`src/rtl/skl_pkg.sv`:
```
package skl_pkg;

    localparam int MAX_K_DEF = 16;
    localparam int VALUE_W   = 32;
    localparam int K_W       = 5;
    localparam int HELD_W    = 5;
    localparam int S_DATA_W  = 32;
    localparam int M_DATA_W  = 40;
    localparam int M_PAD_W   = M_DATA_W - VALUE_W - HELD_W;
    localparam logic [K_W-1:0] K_RESET = K_W'(1);

    typedef logic signed [VALUE_W-1:0] value_t;

endpackage

```
`src/rtl/streaming_kth_largest.sv`:
```
// Channel   | Dir | Data                                         | Accepted when
// s_axis    | in  | tdata[31:0] value                            | s_axis_tvalid & s_axis_tready
// m_axis    | out | tdata[31:0] kth_largest, [36:32] held_count  | m_axis_tvalid & m_axis_tready
// cfg       | in  | cfg_data[4:0] k_value                        | cfg_valid & cfg_ready
//
// One item per cycle while the output is not stalled; a result appears in the cycle after its item is accepted.
// The sorted store is a row of MAX_K registers updated by parallel compare-and-shift
// in the cycle of acceptance, so the rate is set by that single compare/mux layer.
// Reset empties the store (count zero) and sets k_value to 1; entries need no clearing.
// A stalled result holds in the output register while the next item is still taken
// when the output register drains in the same cycle.
module streaming_kth_largest #(
    parameter int MAX_K = skl_pkg::MAX_K_DEF
) (
    input  logic                          clk,
    input  logic                          rst_n,
    input  logic                          s_axis_tvalid,
    output logic                          s_axis_tready,
    input  logic [skl_pkg::S_DATA_W-1:0]  s_axis_tdata,   // [31:0] value
    output logic                          m_axis_tvalid,
    input  logic                          m_axis_tready,
    output logic [skl_pkg::M_DATA_W-1:0]  m_axis_tdata,   // [31:0] kth_largest, [36:32] held_count
    input  logic                          cfg_valid,
    output logic                          cfg_ready,
    input  logic [skl_pkg::K_W-1:0]       cfg_data        // [4:0] k_value
);
    import skl_pkg::*;

    localparam int CW = $clog2(MAX_K + 1);
    localparam int IW = (MAX_K > 1) ? $clog2(MAX_K) : 1;

    logic [K_W-1:0]    k_reg;
    logic [CW-1:0]     count_reg;
    logic [CW-1:0]     count_next;
    value_t            entry_reg  [MAX_K];
    value_t            entry_next [MAX_K];
    logic [MAX_K-1:0]  ge;
    value_t            in_value;
    value_t            kth_reg;
    value_t            kth_next;
    logic [HELD_W-1:0] held_reg;
    logic              valid_reg;
    logic              accept;
    logic [IW-1:0]     tail_idx;
    int                keff;
    int                n_int;

    assign in_value      = value_t'(s_axis_tdata[VALUE_W-1:0]);
    assign s_axis_tready = !valid_reg || m_axis_tready;
    assign accept        = s_axis_tvalid && s_axis_tready;
    assign cfg_ready     = 1'b1;
    assign m_axis_tvalid = valid_reg;
    assign m_axis_tdata  = {{M_PAD_W{1'b0}}, held_reg, kth_reg};

    // Entries at or above the new value stay; the new value lands at the first
    // slot that is not, and everything below moves down one slot.
    always_comb
    begin
        for (int i = 0; i < MAX_K; i++)
        begin
            ge[i] = (int'(count_reg) > i) && (entry_reg[i] >= in_value);
        end
        for (int i = 0; i < MAX_K; i++)
        begin
            if (ge[i])
            begin
                entry_next[i] = entry_reg[i];
            end
            else if (i == 0)
            begin
                entry_next[i] = in_value;
            end
            else if (ge[(i > 0) ? i - 1 : 0])
            begin
                entry_next[i] = in_value;
            end
            else
            begin
                entry_next[i] = entry_reg[(i > 0) ? i - 1 : 0];
            end
        end
    end

    always_comb
    begin
        keff = int'(k_reg);
        if (keff < 1)
        begin
            keff = 1;
        end
        if (keff > MAX_K)
        begin
            keff = MAX_K;
        end
        n_int = int'(count_reg) + 1;
        if (n_int > keff)
        begin
            n_int = keff;
        end
        count_next = CW'(n_int);
        tail_idx   = IW'(n_int - 1);
        kth_next   = entry_next[tail_idx];
    end

    always_ff @(posedge clk or negedge rst_n)
    begin
        if (!rst_n)
        begin
            k_reg     <= K_RESET;
            count_reg <= '0;
            valid_reg <= 1'b0;
        end
        else
        begin
            if (cfg_valid && cfg_ready)
            begin
                k_reg <= cfg_data;
            end
            if (accept)
            begin
                count_reg <= count_next;
                valid_reg <= 1'b1;
            end
            else if (m_axis_tready)
            begin
                valid_reg <= 1'b0;
            end
        end
    end

    always_ff @(posedge clk)
    begin
        if (accept)
        begin
            for (int i = 0; i < MAX_K; i++)
            begin
                entry_reg[i] <= entry_next[i];
            end
            kth_reg  <= kth_next;
            held_reg <= HELD_W'(n_int);
        end
    end

    a_accept_gives_result: assert property (@(posedge clk) disable iff (!rst_n)
        accept |=> m_axis_tvalid)
        else $error("accepted item produced no result");

    a_result_store_nonempty: assert property (@(posedge clk) disable iff (!rst_n)
        m_axis_tvalid |-> (count_reg != '0))
        else $error("result pending with empty store");

    a_count_bounded: assert property (@(posedge clk) disable iff (!rst_n)
        int'(count_reg) <= MAX_K)
        else $error("entry count exceeds store depth");

    a_count_step: assert property (@(posedge clk) disable iff (!rst_n)
        !accept |=> $stable(count_reg))
        else $error("entry count changed without an item");

endmodule
```
`config.mk`:
```
export PLATFORM = sky130hd
export DESIGN_NAME = streaming_kth_largest
export DESIGN_NICKNAME = d
export VERILOG_FILES = /design/src/rtl/skl_pkg.sv /design/src/rtl/streaming_kth_largest.sv
export SDC_FILE = /design/constraint.sdc
export NUM_CORES = 2
export LEC_CHECK = 0
export BUFFER_PORTS_ARGS = -buffer_cell sky130_fd_sc_hd__buf_2
export CORE_MARGIN = 2
export CORE_UTILIZATION = 40
export CTS_CLUSTER_SIZE = 24
export DETAILED_ROUTE_END_ITERATION = 6
export SETUP_SLACK_MARGIN = 0.2
export SYNTH_ARGS = -nofsm -noshare
export SYNTH_HDL_FRONTEND = slang
export SYNTH_SLANG_ARGS = --single-unit
```
`constraint.sdc`:
```
create_clock -name clk -period 15.18 [get_ports clk]
set_clock_uncertainty 0.2 [all_clocks]
set_input_delay 3.036 -clock clk [delete_from_list [all_inputs] [get_ports clk]]
set_output_delay 3.036 -clock clk [all_outputs]
set_load 0.05 [all_outputs]
```
* Yosys cells after proc, flatten, opt, wreduce, memory -nomap -nowiden
Memories as Yosys holds them, arrays and structs flattened. Index checks and enable logic that the tools add are counted.
Word-level totals: register bits after elaboration 48, memory bits (writable) 512, input bits 42, output and inout port bits 43, word-level logic and storage cells 106, memories kept 1
Memory list:
- entry_reg | depth 16, width 32, rd ports 16, clocked after memory_dff 0, wr ports 16, RTL line streaming_kth_largest.sv:35 | value_t entry_reg [MAX_K];
Operators by class: $add $sub $neg 2, $lt $le $gt $ge 36, mux-type cells 41, bitwise operators 1, reductions and logical operators 20
Operators with widths (count):
- 32-bit two-way mux | 33
- 32-bit greater-or-equal comparator | 16
- 32-bit binary-select mux with 4-bit select | 1
- 5-bit by 4-bit greater-than comparator with 1-bit output, second input constant | 8
- 32-bit by 6-bit greater-than comparator with 1-bit output, second input constant | 1
- 7-bit by 32-bit greater-than comparator with 1-bit output | 1
- 5-bit by 3-bit greater-than comparator with 1-bit output, second input constant | 4
- 1-bit logical AND | 17
- 5-bit two-way mux | 3
- 5-bit by 1-bit greater-than comparator with 1-bit output, second input constant | 2
- 5-bit by 2-bit greater-than comparator with 1-bit output, second input constant | 2
- 5-bit by 1-bit adder with 6-bit output, second input constant | 1
- 5-bit greater-or-equal comparator, second input constant | 1
- 5-bit by 1-bit < comparator with 1-bit output, second input constant | 1
- 4-bit inverter with 5-bit output | 1
- 1-bit two-way mux | 4
- 4-bit by 2-bit subtractor with 4-bit output, second input constant | 1
- 2-bit nonzero test | 1
- 1-bit zero test | 1
- 1-bit logical OR | 1

* Logic depth before layout (Yosys ltp)
depth in word-level cells 11, mapped depth 25, gate-level depth less buffers 20

* Worst setup path before layout
No wires, ideal clock.
kind input to register, start in m_axis_tready, end reg count_reg[2], library setup time 0.123 ns, data arrival time 15.777 ns, slack -0.920 ns, cell stages on the path 4, path through nand2b_1 -> nand2_1 -> inv_1 -> mux2_2
Between the ends: longest elaborated chain between the ends 2
Ends and longest elaborated chain:
- start: declaration | RTL line streaming_kth_largest.sv:21 | input logic m_axis_tready,
- 1-bit logical OR | RTL line streaming_kth_largest.sv:49 | assign s_axis_tready = !valid_reg || m_axis_tready;
- 1-bit logical AND | RTL line streaming_kth_largest.sv:50 | assign accept = s_axis_tvalid && s_axis_tready;
- named net accept | RTL line streaming_kth_largest.sv:43 | logic accept;
- end signal: assignment | RTL line streaming_kth_largest.sv:121 | count_reg <= count_next;
- end: declaration | RTL line streaming_kth_largest.sv:33 | logic [CW-1:0] count_reg;
The timed path passes the listed nets, and every way through them passes these cells. A chain may end at the register's enable or synchronous reset.

* Worst setup path after layout
start in s_axis_tdata[9] (netlist name), end reg kth_reg[14], data pin
Between the ends: longest elaborated chain between the ends 7, elaborated cells between the ends (all ways) 66, those cells by class 16 x order compare; 34 x mux; 16 x reduce/logical
Ends and longest elaborated chain:
- start: declaration | RTL line streaming_kth_largest.sv:19 | input logic [skl_pkg::S_DATA_W-1:0] s_axis_tdata,
- 32-bit greater-or-equal comparator | RTL line streaming_kth_largest.sv:61 | ge[i] = (int'(count_reg) > i) && (entry_reg[i] >= in_value);
- 1-bit logical AND | RTL line streaming_kth_largest.sv:61
- 32-bit two-way mux | RTL line streaming_kth_largest.sv:73 | else if (ge[(i > 0) ? i - 1 : 0])
- 32-bit two-way mux | RTL line streaming_kth_largest.sv:65 | if (ge[i])
- 32-bit binary-select mux with 4-bit select * | RTL line streaming_kth_largest.sv:102 | kth_next = entry_next[tail_idx];
- 32-bit two-way mux (not written as such) * (2 in a row) | RTL line streaming_kth_largest.sv:102
- named net kth_next[14] | RTL line streaming_kth_largest.sv:40 | value_t kth_next;
- end signal: assignment | RTL line streaming_kth_largest.sv:139 | kth_reg <= kth_next;
- end: declaration | RTL line streaming_kth_largest.sv:39 | value_t kth_reg;
Mark *: on every way through the listed nets, which the timed path passes. The rest lies on a longest branch. The select of a mux whose other input is x is not followed.

==> impl_metrics.csv <==
group,metric,value,unit
clock_network,cts_tree,"built",
critical_path,rr_worst_depth,16,
synthesis,synth_top_family_by_area,"compound AO/OA/AOI/OAI gates",
sta,period_needed,8540,ps
route,drtAntennaViolNets,0,
floorplan,initial_utilization,40.4,%
sta,finalSetupViolations,0,
synthesis,yosys.area.top_type,"edfxtp_1",
synthesis,synth_compound_area_share,24.2,%
clock_network,post_cts_buffers,0,
route,wl,207000,um
synthesis,synth_adder_area_share,14.4,%
synthesis,synth_area_leaders,"edfxtp_1 36%, ha_1 14%, a21oi_1 6.6%, mux2i_1 4.9%, nor2_1 4.6%",
clock_network,clk_latency,670,ps
route,drt_iter0_drc,7141,
global_routing,grt_pass1_vias,39500,
clock_network,cts_hold_buf,0,
layout,syn_to_final_growth,9.35,%
synthesis,ys_warn_count,0,
sta,worst_pin_slew,1450,ps
floorplan,die_width,342,um
sta,setup-tns-final,0,ps
hold_path,holdPathStages,1,
layout,fillers,10800,
route,via_per_inst,6.81,
placement,dpl.hpwl,144000,um
critical_path,reg2reg_to,"kth_reg[22]$_DFFE_PP_",
hold_path,hold_class,"register to register",
synthesis,synthDistinctLibCells,99,
floorplan,io_pins,85,
critical_path,start_kind,"input port",
layout,drive_above_1_share,9.09,%
synthesis,synthMuxAreaShare,6.50,%
synthesis,syn-mean-instance-area,9.19,sq um
global_routing,grt_max_degree,152,
layout,multi_input_area,27200,sq um
synthesis,synth_edf_count,549,
sta,maxSlewHeadroom,2.30,%
sta,rsz0062_at_grt,"false",
sta,fmax,117,MHz
sta,hold_viol_final,0,
synthesis,synth-xor-area-share,0.0960,%
route,drc,2,
floorplan,die_area,117000,sq um
synthesis,synth_commonest_cells,"600 x a21oi_1, 554 x nor2_1, 549 x edfxtp_1, 523 x ha_1, 512 x nand2_1",
critical_path,worst-path-buf-inv,4,
critical_path,critical_path.top_delay_family,"compound AO/OA/AOI/OAI gates",
critical_path,critPathKind,"input port to register",
critical_path,cp_max_fo,48,
clock_network,clockBufferDepth,3,
global_routing,grt_overflow_total,0,
synthesis,syn_area,45600,sq um
floorplan,fp.coreArea,113000,sq um
outcome,violations,"design-rule violations",
floorplan,rows,123,
layout,nNetsFinal,5449,
critical_path,r2r_setup_slack,7910,ps
synthesis,ys_async_sr_fraction,1.96,%
critical_path,cp_slowest_stage_delay,770,ps
clock_network,post_cts_resized,0,
clock_network,cts_sinks,560,
synthesis,yosysMostFrequentCell,"a21oi_1",
layout,largest_reg_flops,512,
synthesis,ys_ff_latch,560,
hold_path,hold_start,"k_reg[3]$_DFFE_PN0P_",
critical_path,cp_cell_sequence,"buf_2 > inv_1 > ha_1 > a21oi_1 > o21ai_0 > a221oi_1 > o32ai_1 > nor4_1 > mux2i_4 > buf_4 > buf_4 > o211ai_1 > a221oi_1 > a2111oi_0 > o2bb2ai_1",
clock_network,cts.reportedPaths.clkPinSlew,60,ps
placement,port_buffers,80,
synthesis,synth_seq_area_share,36.8,%
route,post_drt_wl_per_cell,32.0,um
critical_path,slowest_stage,"inv_1",
hold_path,min_to,"k_reg[3]$_DFFE_PN0P_",
critical_path,r2r_start,"count_reg[0]$_DFFE_PN0P_",
synthesis,synthDominantCellAreaShare,36.2,%
layout,seq_area,16800,sq um
route,dr.pass1.iters,7,
synthesis,synth_ff_type,"edfxtp_1",
global_routing,grt_pass1_wl,292000,um
global_routing,track_usage,34.3,%
synthesis,synth-simple-area-share,13.8,%
critical_path,worstPathRequired,15390,ps
route,via_count,43900,
global_routing,antenna_found_initial,27,
synthesis,syn_inst,4960,
sta,period_share,56.3,%
critical_path,crit_arrival,8750,ps
floorplan,die-height,342,um
clock_network,numCtsBuffers,72,
job,maxCapViolations,0,
outcome,outcome,"finished with violations",
placement,place_congestion,1.02,
clock_network,cts-root-buf,"clkbuf_16",
clock_network,htree_levels,3,
critical_path,crit_path_end_kind,"register",
sta,drv_slew,0,
cell usage in the layout (no fill, tap or decap), drive strengths merged, types with 22 or more instances in the layout:
cell type / n
o2bb2ai: 24
a21oi: 602
o211a: 50
a2111oi: 38
a311oi: 46
ha: 523
buf: 189
o211ai: 68
nand3: 63
o32ai: 31
nor2: 558
nand4: 104
nand2b: 30
or3: 34
a211oi: 49
o21a: 22
nor3: 40
o221ai: 50
mux2: 65
clkbuf: 92
inv: 114
clkinv: 22
a31oi: 120
nor4: 22
o22ai: 53
o21ai: 309
a221oi: 34
o31ai: 22
mux2i: 223
a21o: 42
edfxtp: 549
nand2: 513
metrics by stage:
| step | area [sq um] | worst slack (ps) | hold slack (ps) | std cells | utilization (%) |
|---|---|---|---|---|---|
| 4_1_cts | 49800 | 6870 | 367 | 6439 | 44.2 |
| 3_3_place_gp | 47500 | 6210 | 318 | 6309 | 42.1 |
| 6_report | 49900 | 6640 | 365 | 6450 | 44.2 |
| 3_5_place_dp | 47500 | 6210 | 346 | 6310 | 42.1 |
| 2_1_floorplan | 45600 | 2510 | 305 | 4962 | - |
| 5_1_grt | 49800 | 6480 | 408 | 6440 | 44.2 |
layer usage:
| metal | vias up | track usage (%) | part of all wire [%] |
|---|---|---|---|
| li1 | 19000 | - | - |
| met1 | 21000 | 47.3 | 39 |
| met2 | 3282 | 47.9 | 40 |
| met3 | 602 | 10.2 | 15 |
| met4 | 8 | 18.6 | 6.2 |
| met5 | - | 0 | 0.028 |
cell type report:
type / instances / share of cell area, %
Multi-Input combinational cell: 3947 / 54.5
Sequential cell: 560 / 33.6
Clock buffer: 92 / 3.97
Tap cell: 1500 / 3.76
Timing Repair Buffer: 189 / 2.46
Inverter: 114 / 0.866
Clock inverter: 37 / 0.765
Antenna cell: 11 / 0.0552
how the worst max path moves through the flow:
stage	depth (start not counted)	slack (ps)	startpoint	to
2_1_floorplan	3	2510	m_axis_tready	entry_reg[0][0]$_DFFE_PP_
3_3_place_gp	14	6210	s_axis_tdata[11]	kth_reg[30]$_DFFE_PP_
3_5_place_dp	16	6210	s_axis_tdata[1]	kth_reg[0]$_DFFE_PP_
4_1_cts	16	6870	s_axis_tdata[1]	kth_reg[0]$_DFFE_PP_
5_1_grt	16	6480	s_axis_tdata[1]	kth_reg[0]$_DFFE_PP_
6_report	15	6640	s_axis_tdata[9]	kth_reg[14]$_DFFE_PP_
logic make-up (layout without fill, tap and decap cells):
family / count (synthesis) / after routing
mux: 288 / 288
buf+inv: 455 / 432
other cells: 2 / 15
flops: 560 / 560
simple gates: 1427 / 1427
fa+ha+maj: 523 / 523
compound gates: 1700 / 1700
xor+xnor: 5 / 5
worst register-to-register path: stages (launching register included):
cell and delay [ps]:
dfrtp_1 720, ha_1 460, xor2_1 280, ha_1 290, and4_1 200, a21oi_1 150, o31a_1 400, nor2_1 160
nor2_4 350, ha_1 480, or3_4 770, a21oi_2 470, nand2_1 800, buf_4 510, o22ai_1 180, a2111o_1 420
o22ai_1 250
Power is not shown: default switching activity piles up to over one toggle a cycle in this logic, so the estimate is an artifact.
